## src/rtl/ipv4_fragment_header_generator_defines.svh

```systemverilog
// ----------------------------------------------------------------------------
// IPv4 fragment header generator assertion macros
// Shared concurrent assertion forms, clocked on clock and disabled in reset.
// ----------------------------------------------------------------------------
`ifndef IPV4_FRAGMENT_HEADER_GENERATOR_DEFINES_SVH
`define IPV4_FRAGMENT_HEADER_GENERATOR_DEFINES_SVH

// same-cycle implication
`define IFHG_ASSERT_NOW(label, ante, cons) \
   label: assert property (@(posedge clock) disable iff (reset) (ante) |-> (cons)) \
      else $error("ifhg assertion failed");

// next-cycle implication
`define IFHG_ASSERT_NEXT(label, ante, cons) \
   label: assert property (@(posedge clock) disable iff (reset) (ante) |=> (cons)) \
      else $error("ifhg assertion failed");

`endif

```

## src/rtl/ifhg_pkg.sv

```systemverilog
// ----------------------------------------------------------------------------
// IPv4 fragment header generator package
// Constants and controller/datapath command and status types.
// ----------------------------------------------------------------------------
package ifhg_pkg;

   // default largest fragment payload in bytes
   localparam int MAX_FRAG_PAYLOAD = 1480;
   // most headers emitted for one datagram
   localparam int RESULT_CAP       = 45;
   localparam int CNT_W            = $clog2(RESULT_CAP + 1);

   localparam int HDR_LEN      = 20;
   localparam int TOTAL_LEN_W  = 11;
   localparam int OFFSET_W     = 13;
   localparam logic [15:0] VER_IHL_TOS = 16'h4500;
   localparam logic [7:0]  TTL         = 8'd64;

   // controller to datapath
   typedef struct packed {
      logic load;    // latch descriptor
      logic base;    // compute per-datagram checksum base
      logic calc;    // compute next fragment header
      logic finish;  // last word taken, bump identification
   } ctl_cmd_type;

   // datapath to controller
   typedef struct packed {
      logic last;    // header held in the output register is the final one
   } ctl_status_type;

endpackage

```

## src/rtl/ifhg_req_if.sv

```systemverilog
// ----------------------------------------------------------------------------
// Request channel interface
// Datagram descriptor word with valid/ready handshake.
// ----------------------------------------------------------------------------
interface ifhg_req_if;
   logic        valid;
   logic        ready;
   logic [15:0] payload_len;
   logic [31:0] dest_ip;
   logic [7:0]  protocol;

   modport source (output valid, payload_len, dest_ip, protocol, input ready);
   modport sink   (input valid, payload_len, dest_ip, protocol, output ready);
endinterface

```

## src/rtl/ifhg_rsp_if.sv

```systemverilog
// ----------------------------------------------------------------------------
// Response channel interface
// One IPv4 fragment header word per handshake.
// ----------------------------------------------------------------------------
interface ifhg_rsp_if;
   logic        valid;
   logic        ready;
   logic [10:0] total_len;
   logic [15:0] ident;
   logic [12:0] frag_offset;
   logic        more_fragments;
   logic [15:0] header_checksum;
   logic [7:0]  proto_out;
   logic [31:0] dest_out;
   logic        last;

   modport source (output valid, total_len, ident, frag_offset, more_fragments,
                   header_checksum, proto_out, dest_out, last, input ready);
   modport sink   (input valid, total_len, ident, frag_offset, more_fragments,
                   header_checksum, proto_out, dest_out, last, output ready);
endinterface

```

## src/rtl/ifhg_datapath.sv

```systemverilog
// ----------------------------------------------------------------------------
// IPv4 fragment header datapath
// Split tracking, identification counter, source register and checksum.
// ----------------------------------------------------------------------------
module ifhg_datapath #(
   parameter int MAX_FRAG_PAYLOAD = ifhg_pkg::MAX_FRAG_PAYLOAD
) (
   input  logic                   clock,
   input  logic                   reset,
   input  ifhg_pkg::ctl_cmd_type  cmd,
   output ifhg_pkg::ctl_status_type status,
   input  logic                   csr_write,
   input  logic [31:0]            csr_wdata,
   input  logic [15:0]            payload_len,
   input  logic [31:0]            dest_ip,
   input  logic [7:0]             protocol,
   output logic [10:0]            total_len,
   output logic [15:0]            ident,
   output logic [12:0]            frag_offset,
   output logic                   more_fragments,
   output logic [15:0]            header_checksum,
   output logic [7:0]             proto_out,
   output logic [31:0]            dest_out,
   output logic                   last
);

   // fragment size rounded down to a multiple of 8, at least 8
   localparam int FRAG_MASKED = MAX_FRAG_PAYLOAD & 'hFFF8;
   localparam int FRAG_BYTES  = (FRAG_MASKED == 0) ? 8 : FRAG_MASKED;
   localparam logic [15:0] FRAG_LEN   = 16'(FRAG_BYTES);
   localparam logic [12:0] FRAG_UNITS = 13'(FRAG_BYTES >> 3);
   localparam int CNT_W = ifhg_pkg::CNT_W;

   logic [31:0] local_ip_ff, local_ip_in;
   logic [15:0] ident_ff, ident_in;
   logic [31:0] dst_ff, dst_in;
   logic [7:0]  proto_ff, proto_in;
   logic [19:0] base_ff, base_in;
   logic [15:0] remaining_ff, remaining_in;
   logic [12:0] offset_ff, offset_in;
   logic [CNT_W-1:0] count_ff, count_in;
   logic [10:0] tlen_out_ff, tlen_out_in;
   logic [12:0] off_out_ff, off_out_in;
   logic        mf_ff, mf_in;
   logic [15:0] cksum_ff, cksum_in;
   logic        last_ff, last_in;

   logic             mf;
   logic [15:0]      chunk;
   logic [15:0]      tlen;
   logic [15:0]      flagoff;
   logic [CNT_W-1:0] count_next;
   logic [19:0]      sum;
   logic [16:0]      fold1;
   logic [16:0]      fold2;

   // per-fragment split and checksum fold
   always_comb begin
      mf         = remaining_ff > FRAG_LEN;
      chunk      = mf ? FRAG_LEN : remaining_ff;
      tlen       = chunk + 16'(ifhg_pkg::HDR_LEN);
      flagoff    = {2'b00, mf, offset_ff};
      count_next = count_ff + CNT_W'(1);
      sum        = base_ff + {4'b0000, tlen} + {4'b0000, flagoff};
      // two end-around folds cover a 20-bit sum
      fold1      = {1'b0, sum[15:0]} + {13'd0, sum[19:16]};
      fold2      = {1'b0, fold1[15:0]} + {16'd0, fold1[16]};
   end

   // next-state values
   always_comb begin
      local_ip_in  = csr_write ? csr_wdata : local_ip_ff;
      ident_in     = cmd.finish ? ident_ff + 16'd1 : ident_ff;
      dst_in       = cmd.load ? dest_ip : dst_ff;
      proto_in     = cmd.load ? protocol : proto_ff;
      // constant header words plus addresses and identification
      base_in      = cmd.base ?
                     {4'b0000, ifhg_pkg::VER_IHL_TOS} + {4'b0000, ifhg_pkg::TTL, proto_ff}
                     + {4'b0000, local_ip_ff[31:16]} + {4'b0000, local_ip_ff[15:0]}
                     + {4'b0000, dst_ff[31:16]} + {4'b0000, dst_ff[15:0]}
                     + {4'b0000, ident_ff}
                     : base_ff;
      remaining_in = remaining_ff;
      offset_in    = offset_ff;
      count_in     = count_ff;
      tlen_out_in  = tlen_out_ff;
      off_out_in   = off_out_ff;
      mf_in        = mf_ff;
      cksum_in     = cksum_ff;
      last_in      = last_ff;
      if (cmd.load) begin
         remaining_in = payload_len;
         offset_in    = '0;
         count_in     = '0;
      end else if (cmd.calc) begin
         remaining_in = remaining_ff - chunk;
         offset_in    = offset_ff + FRAG_UNITS;
         count_in     = count_next;
         tlen_out_in  = tlen[10:0];
         off_out_in   = offset_ff;
         mf_in        = mf;
         cksum_in     = ~fold2[15:0];
         last_in      = !mf || (count_next >= CNT_W'(ifhg_pkg::RESULT_CAP));
      end
   end

   // control registers
   always_ff @(posedge clock) begin
      if (reset) begin
         local_ip_ff <= '0;
         ident_ff    <= '0;
      end else begin
         local_ip_ff <= local_ip_in;
         ident_ff    <= ident_in;
      end
   end

   // payload registers
   always_ff @(posedge clock) begin
      dst_ff       <= dst_in;
      proto_ff     <= proto_in;
      base_ff      <= base_in;
      remaining_ff <= remaining_in;
      offset_ff    <= offset_in;
      count_ff     <= count_in;
      tlen_out_ff  <= tlen_out_in;
      off_out_ff   <= off_out_in;
      mf_ff        <= mf_in;
      cksum_ff     <= cksum_in;
      last_ff      <= last_in;
   end

   assign status.last     = last_ff;
   assign total_len       = tlen_out_ff;
   assign ident           = ident_ff;
   assign frag_offset     = off_out_ff;
   assign more_fragments  = mf_ff;
   assign header_checksum = cksum_ff;
   assign proto_out       = proto_ff;
   assign dest_out        = dst_ff;
   assign last            = last_ff;

endmodule

```

## src/rtl/ifhg_controller.sv

```systemverilog
// ----------------------------------------------------------------------------
// IPv4 fragment header controller
// Sequences descriptor load, checksum base, and per-fragment emit.
// ----------------------------------------------------------------------------
`include "ipv4_fragment_header_generator_defines.svh"

module ifhg_controller (
   input  logic                     clock,
   input  logic                     reset,
   input  logic                     req_valid,
   output logic                     req_ready,
   output logic                     rsp_valid,
   input  logic                     rsp_ready,
   output ifhg_pkg::ctl_cmd_type    cmd,
   input  ifhg_pkg::ctl_status_type status
);

   typedef enum logic [3:0] {
      ST_IDLE = 4'b0001,
      ST_BASE = 4'b0010,
      ST_CALC = 4'b0100,
      ST_EMIT = 4'b1000
   } state_type;

   state_type state_ff, state_in;

   // handshake and commands
   always_comb begin
      req_ready  = state_ff == ST_IDLE;
      rsp_valid  = state_ff == ST_EMIT;
      cmd.load   = req_valid && req_ready;
      cmd.base   = state_ff == ST_BASE;
      cmd.calc   = state_ff == ST_CALC;
      cmd.finish = rsp_valid && rsp_ready && status.last;
   end

   // next state
   always_comb begin
      state_in = state_ff;
      case (state_ff)
         ST_IDLE: begin
            if (req_valid) state_in = ST_BASE;
         end
         ST_BASE: begin
            state_in = ST_CALC;
         end
         ST_CALC: begin
            state_in = ST_EMIT;
         end
         ST_EMIT: begin
            if (rsp_ready) state_in = status.last ? ST_IDLE : ST_CALC;
         end
         default: begin
            state_in = ST_IDLE;
         end
      endcase
   end

   always_ff @(posedge clock) begin
      if (reset) begin
         state_ff <= ST_IDLE;
      end else begin
         state_ff <= state_in;
      end
   end

   // never take a descriptor while a header word is pending
   `IFHG_ASSERT_NOW(a_ready_excl, req_ready, !rsp_valid)
   // final word taken returns to accepting descriptors
   `IFHG_ASSERT_NEXT(a_last_idle, rsp_valid && rsp_ready && status.last, req_ready)
   // non-final word taken goes on to compute the next header
   `IFHG_ASSERT_NEXT(a_more_calc, rsp_valid && rsp_ready && !status.last,
                     cmd.calc && !req_ready)

endmodule

```

## src/rtl/ipv4_fragment_header_generator.sv

```systemverilog
// First header word valid once the descriptor is accepted and the base and compute states have run.
// Header words come from the alternating compute and emit states; each word is held in the
//   emit state until it is taken, so output stalls hold the flow.
// Descriptor ready again the cycle after the final header word is taken.
// Reset (synchronous, active high) clears the controller, the identification
//   counter and local_ip; no clearing pass.
// ----------------------------------------------------------------------------
// IPv4 fragment header generator
// Splits a datagram descriptor into IPv4 fragment header words.
// ----------------------------------------------------------------------------
module ipv4_fragment_header_generator #(
   parameter int MAX_FRAG_PAYLOAD = ifhg_pkg::MAX_FRAG_PAYLOAD
) (
   input  logic         clock,
   input  logic         reset,
   ifhg_req_if.sink     req_bus,
   ifhg_rsp_if.source   rsp_bus,
   input  logic         csr_valid,
   output logic         csr_ready,
   input  logic [31:0]  csr_wdata
);

   ifhg_pkg::ctl_cmd_type    cmd;
   ifhg_pkg::ctl_status_type status;

   // source address register always takes a write
   assign csr_ready = 1'b1;

   ifhg_controller u_ctrl (
      .clock     (clock),
      .reset     (reset),
      .req_valid (req_bus.valid),
      .req_ready (req_bus.ready),
      .rsp_valid (rsp_bus.valid),
      .rsp_ready (rsp_bus.ready),
      .cmd       (cmd),
      .status    (status)
   );

   ifhg_datapath #(
      .MAX_FRAG_PAYLOAD (MAX_FRAG_PAYLOAD)
   ) u_dp (
      .clock           (clock),
      .reset           (reset),
      .cmd             (cmd),
      .status          (status),
      .csr_write       (csr_valid && csr_ready),
      .csr_wdata       (csr_wdata),
      .payload_len     (req_bus.payload_len),
      .dest_ip         (req_bus.dest_ip),
      .protocol        (req_bus.protocol),
      .total_len       (rsp_bus.total_len),
      .ident           (rsp_bus.ident),
      .frag_offset     (rsp_bus.frag_offset),
      .more_fragments  (rsp_bus.more_fragments),
      .header_checksum (rsp_bus.header_checksum),
      .proto_out       (rsp_bus.proto_out),
      .dest_out        (rsp_bus.dest_out),
      .last            (rsp_bus.last)
   );

endmodule
```

## src/flat_wrapper.sv

```systemverilog
// flat-port wrapper written by rule: the top's interface ports become plain ports
module ipv4_fragment_header_generator_flat 
#(
   parameter int MAX_FRAG_PAYLOAD = ifhg_pkg::MAX_FRAG_PAYLOAD
)
  (clock, reset, csr_valid, csr_ready, csr_wdata, req_bus_valid, req_bus_payload_len, req_bus_dest_ip, req_bus_protocol, req_bus_ready, rsp_bus_valid, rsp_bus_total_len, rsp_bus_ident, rsp_bus_frag_offset, rsp_bus_more_fragments, rsp_bus_header_checksum, rsp_bus_proto_out, rsp_bus_dest_out, rsp_bus_last, rsp_bus_ready);
  ifhg_req_if req_bus_i ();
  ifhg_rsp_if rsp_bus_i ();
  input  logic clock;
  input  logic reset;
  input  logic csr_valid;
  output logic csr_ready;
  input  logic [31:0] csr_wdata;
  input wire logic [$bits(req_bus_i.valid)-1:0] req_bus_valid;
  input wire logic [$bits(req_bus_i.payload_len)-1:0] req_bus_payload_len;
  input wire logic [$bits(req_bus_i.dest_ip)-1:0] req_bus_dest_ip;
  input wire logic [$bits(req_bus_i.protocol)-1:0] req_bus_protocol;
  output wire logic [$bits(req_bus_i.ready)-1:0] req_bus_ready;
  output wire logic [$bits(rsp_bus_i.valid)-1:0] rsp_bus_valid;
  output wire logic [$bits(rsp_bus_i.total_len)-1:0] rsp_bus_total_len;
  output wire logic [$bits(rsp_bus_i.ident)-1:0] rsp_bus_ident;
  output wire logic [$bits(rsp_bus_i.frag_offset)-1:0] rsp_bus_frag_offset;
  output wire logic [$bits(rsp_bus_i.more_fragments)-1:0] rsp_bus_more_fragments;
  output wire logic [$bits(rsp_bus_i.header_checksum)-1:0] rsp_bus_header_checksum;
  output wire logic [$bits(rsp_bus_i.proto_out)-1:0] rsp_bus_proto_out;
  output wire logic [$bits(rsp_bus_i.dest_out)-1:0] rsp_bus_dest_out;
  output wire logic [$bits(rsp_bus_i.last)-1:0] rsp_bus_last;
  input wire logic [$bits(rsp_bus_i.ready)-1:0] rsp_bus_ready;
  assign req_bus_i.valid = req_bus_valid;
  assign req_bus_i.payload_len = req_bus_payload_len;
  assign req_bus_i.dest_ip = req_bus_dest_ip;
  assign req_bus_i.protocol = req_bus_protocol;
  assign req_bus_ready = req_bus_i.ready;
  assign rsp_bus_valid = rsp_bus_i.valid;
  assign rsp_bus_total_len = rsp_bus_i.total_len;
  assign rsp_bus_ident = rsp_bus_i.ident;
  assign rsp_bus_frag_offset = rsp_bus_i.frag_offset;
  assign rsp_bus_more_fragments = rsp_bus_i.more_fragments;
  assign rsp_bus_header_checksum = rsp_bus_i.header_checksum;
  assign rsp_bus_proto_out = rsp_bus_i.proto_out;
  assign rsp_bus_dest_out = rsp_bus_i.dest_out;
  assign rsp_bus_last = rsp_bus_i.last;
  assign rsp_bus_i.ready = rsp_bus_ready;
  ipv4_fragment_header_generator #(.MAX_FRAG_PAYLOAD(MAX_FRAG_PAYLOAD)) u_core (.clock(clock), .reset(reset), .req_bus(req_bus_i), .rsp_bus(rsp_bus_i), .csr_valid(csr_valid), .csr_ready(csr_ready), .csr_wdata(csr_wdata));
endmodule
```

## config.mk

```make
export PLATFORM = sky130hd
export DESIGN_NAME = ipv4_fragment_header_generator_flat
export DESIGN_NICKNAME = d
export VERILOG_FILES = /design/src/rtl/ifhg_pkg.sv /design/src/rtl/ifhg_req_if.sv /design/src/rtl/ifhg_rsp_if.sv /design/src/rtl/ifhg_datapath.sv /design/src/rtl/ifhg_controller.sv /design/src/rtl/ipv4_fragment_header_generator.sv /design/src/flat_wrapper.sv
export VERILOG_INCLUDE_DIRS = /design/src /design/src/rtl
export SDC_FILE = /design/constraint.sdc
export NUM_CORES = 1
export LEC_CHECK = 0
export BUFFER_PORTS_ARGS = -buffer_cell sky130_fd_sc_hd__clkbuf_2
export CAP_MARGIN = 20
export CORE_ASPECT_RATIO = 1.5
export CORE_MARGIN = 4
export CORE_UTILIZATION = 61
export DETAILED_ROUTE_END_ITERATION = 16
export GPL_TIMING_DRIVEN = 0
export PLACE_DENSITY = 0.95
export RECOVER_POWER = 100
export SETUP_SLACK_MARGIN = 0.4
export SLEW_MARGIN = 20
export SYNTH_ARGS = -nofsm -noshare
export SYNTH_HDL_FRONTEND = slang
export SYNTH_HIERARCHICAL = 1
export SYNTH_SLANG_ARGS = --single-unit
```

## constraint.sdc

```tcl
create_clock -name clock -period 21.6 [get_ports clock]
set_input_delay 3.24 -clock clock [delete_from_list [all_inputs] [get_ports clock]]
set_output_delay 3.24 -clock clock [all_outputs]
set_load 0.02 [all_outputs]
```

==> qor.csv <==
stage;metric;value;unit
synthesis;synthesized area per cell;11.4;µm²
detailed_routing;Via density;5.84;
global_routing;total track usage;0.266;
clock_network;clk buf depth;2;
floorplan;Die ar.;20000;µm²
synthesis;Synth top area share;0.325;
detailed_routing;WL/cell;18.6;µm
sta;clk_skew;13.2;ps
detailed_routing;# DRC;0;
sta;Slew headroom;-0.278;
synthesis;Yosys Warn Count;6;
synthesis;Mapped Cells;950;
synthesis;FF+latch count, synth;188;
power;Flop pwr share;0.371;
sta;max frequency;94.1;MHz
synthesis;count leader, synth;nor2_1;
layout;register area;4930;µm²
layout;# diodes;0;
setup_path;reg2reg setup slack;10980;ps
sta;minimum clock period;10620;ps
job;max_cap viols;2;
placement;Post-DP HPWL;20.3;mm
power;combinational share of power;0.370;
synthesis;count of unique library cells instantiated by Yosys;70;
worst_hold_path;worst hold start;u_core/u_dp/local_ip_ff[1];
detailed_routing;routed via count;8139;
sta;Slew Limit Fails;69;
synthesis;top cells by count, synth;nor2_1 (119), edfxtp_1 (117), fa_1 (72);
sta;setup TNS;0;ps
global_routing;grt total ovfl;0;
floorplan;die width;117;µm
power;Pint;787;µW
clock_network;H-tree Lvls;4;
setup_path;Worst R2R End;u_core/u_dp/header_checksum[14];
floorplan;Ports;194;
layout;Post-Layout Cell Count;1394;
layout;# fillers;1251;
global_routing;largest net degree at the start of global routing;36;
setup_path;highest-delay cell along the critical path;clkbuf_1;
setup_path;critical path required time;21780;ps
clock_network;CTS tree;built;
clock_network;latest clock arrival within the worst-skew pair;440;ps
floorplan;Starting Density;0.621;
layout;layout cells sized above 1;0.115;
synthesis;Post-synth top flop;edfxtp_1;
clock_network;CTS clock-pin slew for the worst setup and hold paths;80;ps
placement;routability cong.;0.878;
power;maximum vdd drop;0.0000597;V
worst_hold_path;hold path depth;2;
sta;Worst-Margin Slew;1920;ps
setup_path;slowest stage delay, CP;530;ps
sta;hold slack;515;ps
clock_network;cts repair resizes;0;
status;status;complete, but fails checks;
setup_path;worst flop-to-flop path startpoint;u_core/u_dp/remaining_ff[4];
synthesis;EDFF count, synth;117;
layout;Area Overhead vs Synth;15.9;%
synthesis;Yosys top cell by area;edfxtp_1;
worst_hold_path;worst hold endpoint;u_core/u_dp/local_ip_ff[1];
power;Clock Power Share;0.259;
power;Sw Share;0.355;
floorplan;Die Ht;171;µm
sta;period utilisation layout;0.492;
global_routing;first-pass GRT wire length;41.3;mm
clock_network;CTS buffer count;17;
clock_network;Setup Buffers After CTS;0;
synthesis;top cells by area, synth;edfxtp_1 (32%), fa_1 (13%), dfxtp_1 (13%);
setup_path;Critical Path AT;10800;ps
layout;nets;1387;
detailed_routing;final WL;26.0;mm
global_routing;initial antenna violation count;0;
floorplan;Site Rows;59;
detailed_routing;first drt pass iteration count;5;
setup_path;Crit. End Element;flop;
clock_network;Root Driver;clkbuf_16;
setup_path;crit-path max FO;10;
floorplan;area of the core;17400;µm²
power;LEAKAGE;0.00508;µW
placement;Cells after DPL;1362;
setup_path;Critical Path Source Type;flop;
status;failing checks;max-capacitance violations, max-slew violations;
detailed_routing;number of DRC markers in iteration 0;553;
clock_network;Sinks on Clock Net;188;
layout;multi-input logic area;5560;µm²
sta;final hold viol count;0;
setup_path;Setup CP Type;flop to flop;
power;Psw;432;µW
synthesis;asr flop ratio synth;0;
global_routing;number of global-route vias before repair;8624;
setup_path;worst reg-to-reg path cell count;40;
synthesis;register area share after synthesis;0.456;
worst_hold_path;HP Class;flop to flop;
detailed_routing;DRT antenna net count;0;
power;Power per Cell Area;97.3;nW/µm²
sta;final setup fails;0;
synthesis;synthesized cell area;10800;µm²
clock_network;CTS Hold Buffers Added;0;
sta;RSZ-0062 raised after global routing;false;
placement;# port buffers;191;
## stage by stage
stage | area (µm²) | power (µW) | setup slack, ps | util
floorplan | 10800 | 798 | 12970 | -
global placement | 12100 | 882 | 11640 | 0.692
detailed placement | 12100 | 907 | 11270 | 0.696
CTS | 12700 | 1230 | 11130 | 0.730
global route | 12500 | 1300 | 10070 | 0.719
finish | 12500 | 1220 | 10980 | 0.719
## final cells by class
class / instances / area share
buffer: 29 / 0.00928
clock buffer: 17 / 0.0339
timing repair buffer: 195 / 0.0672
tap: 213 / 0.0213
multi-input combinational: 681 / 0.444
sequential: 188 / 0.394
clock inverter: 15 / 0.0142
inverter: 56 / 0.0168
## layer usage
layer / wire length, µm / vias to the layer above / part of all wire / GRT usage
met5: 0 / - / 0 / 0
met4: 1250 / 0 / 0.048 / 0.130
met3: 1430 / 92 / 0.055 / 0.0570
met2: 14100 / 367 / 0.54 / 0.491
met1: 9190 / 3927 / 0.35 / 0.279
li1: - / 3753 / - / -
## critical path: cells and delay by family (launching register included)
family	cells	cell delay, ps
flops	1	400
compound gates	10	2370
buf+inv	5	1460
fa+ha+maj	6	1890
xor+xnor	3	500
simple gates	16	3750
## power groups by stage
stage                     registers, µW  clock network (µW)  logic, µW
final                               453                 315        452
after floorplan                     465                   0        332
after global routing                455                 336        507
after detailed placement            460                   0        447
after global placement              459                   0        423
after CTS                           452                 322        454
## how the worst max path moves through the flow
stage	from	end
2_1_floorplan	u_core/u_dp/remaining_ff[4]	u_core/u_dp/header_checksum[14]
3_3_place_gp	u_core/u_dp/remaining_ff[4]	u_core/u_dp/header_checksum[14]
3_5_place_dp	u_core/u_dp/remaining_ff[4]	u_core/u_dp/header_checksum[14]
4_1_cts	u_core/u_dp/remaining_ff[4]	u_core/u_dp/header_checksum[14]
5_1_grt	u_core/u_dp/remaining_ff[5]	u_core/u_dp/header_checksum[14]
6_report	u_core/u_dp/remaining_ff[4]	u_core/u_dp/header_checksum[14]
## layout by cell type (no fill, tap or decap), types with 6 or more instances in the layout
| master | instances |
|---|---|
| nor4_1 | 6 |
| inv_1 | 56 |
| a21oi_1 | 30 |
| xor2_1 | 37 |
| a211oi_1 | 13 |
| nor3_1 | 17 |
| clkbuf_2 | 88 |
| a21o_1 | 7 |
| clkbuf_1 | 132 |
| o21a_1 | 7 |
| o31ai_1 | 8 |
| dfxtp_1 | 71 |
| nand3_1 | 18 |
| or3_1 | 9 |
| o21ai_0 | 39 |
| edfxtp_1 | 117 |
| and3_1 | 10 |
| nor2_1 | 119 |
| ha_1 | 54 |
| conb_1 | 7 |
| mux2i_1 | 35 |
| nand2_1 | 58 |
| xnor2_1 | 52 |
| clkbuf_16 | 17 |
| nor2b_1 | 9 |
| fa_1 | 72 |
## state kept, by name, summed over array words and instances, names as in the netlist
name,cells
u_core/u_dp/header_checksum,16
u_core/u_dp/remaining_ff,16
u_core/u_dp/total_len,11
u_core/u_dp/ident,16
u_core/u_dp/last,1
u_core/u_dp/base_ff,19
u_core/u_dp/more_fragments,1
u_core/u_dp/dest_out,32
u_core/u_dp/count_ff,6
u_core/u_dp/frag_offset,13
u_core/u_dp/offset_ff,13
u_core/u_dp/proto_out,8
u_core/u_dp/local_ip_ff,32
u_core/u_ctrl/state_ff,4
## logic make-up after synthesis
family | Yosys count | share of synthesized area
flops | 188 | 0.456
fa+ha+maj | 127 | 0.197
mux | 36 | 0.0334
simple gates | 284 | 0.126
buf+inv | 85 | 0.0302
xor+xnor | 90 | 0.0736
other cells | 3 | 0.00104
compound gates | 137 | 0.0833
No activity file was read; power rests on OpenSTA's default activity.
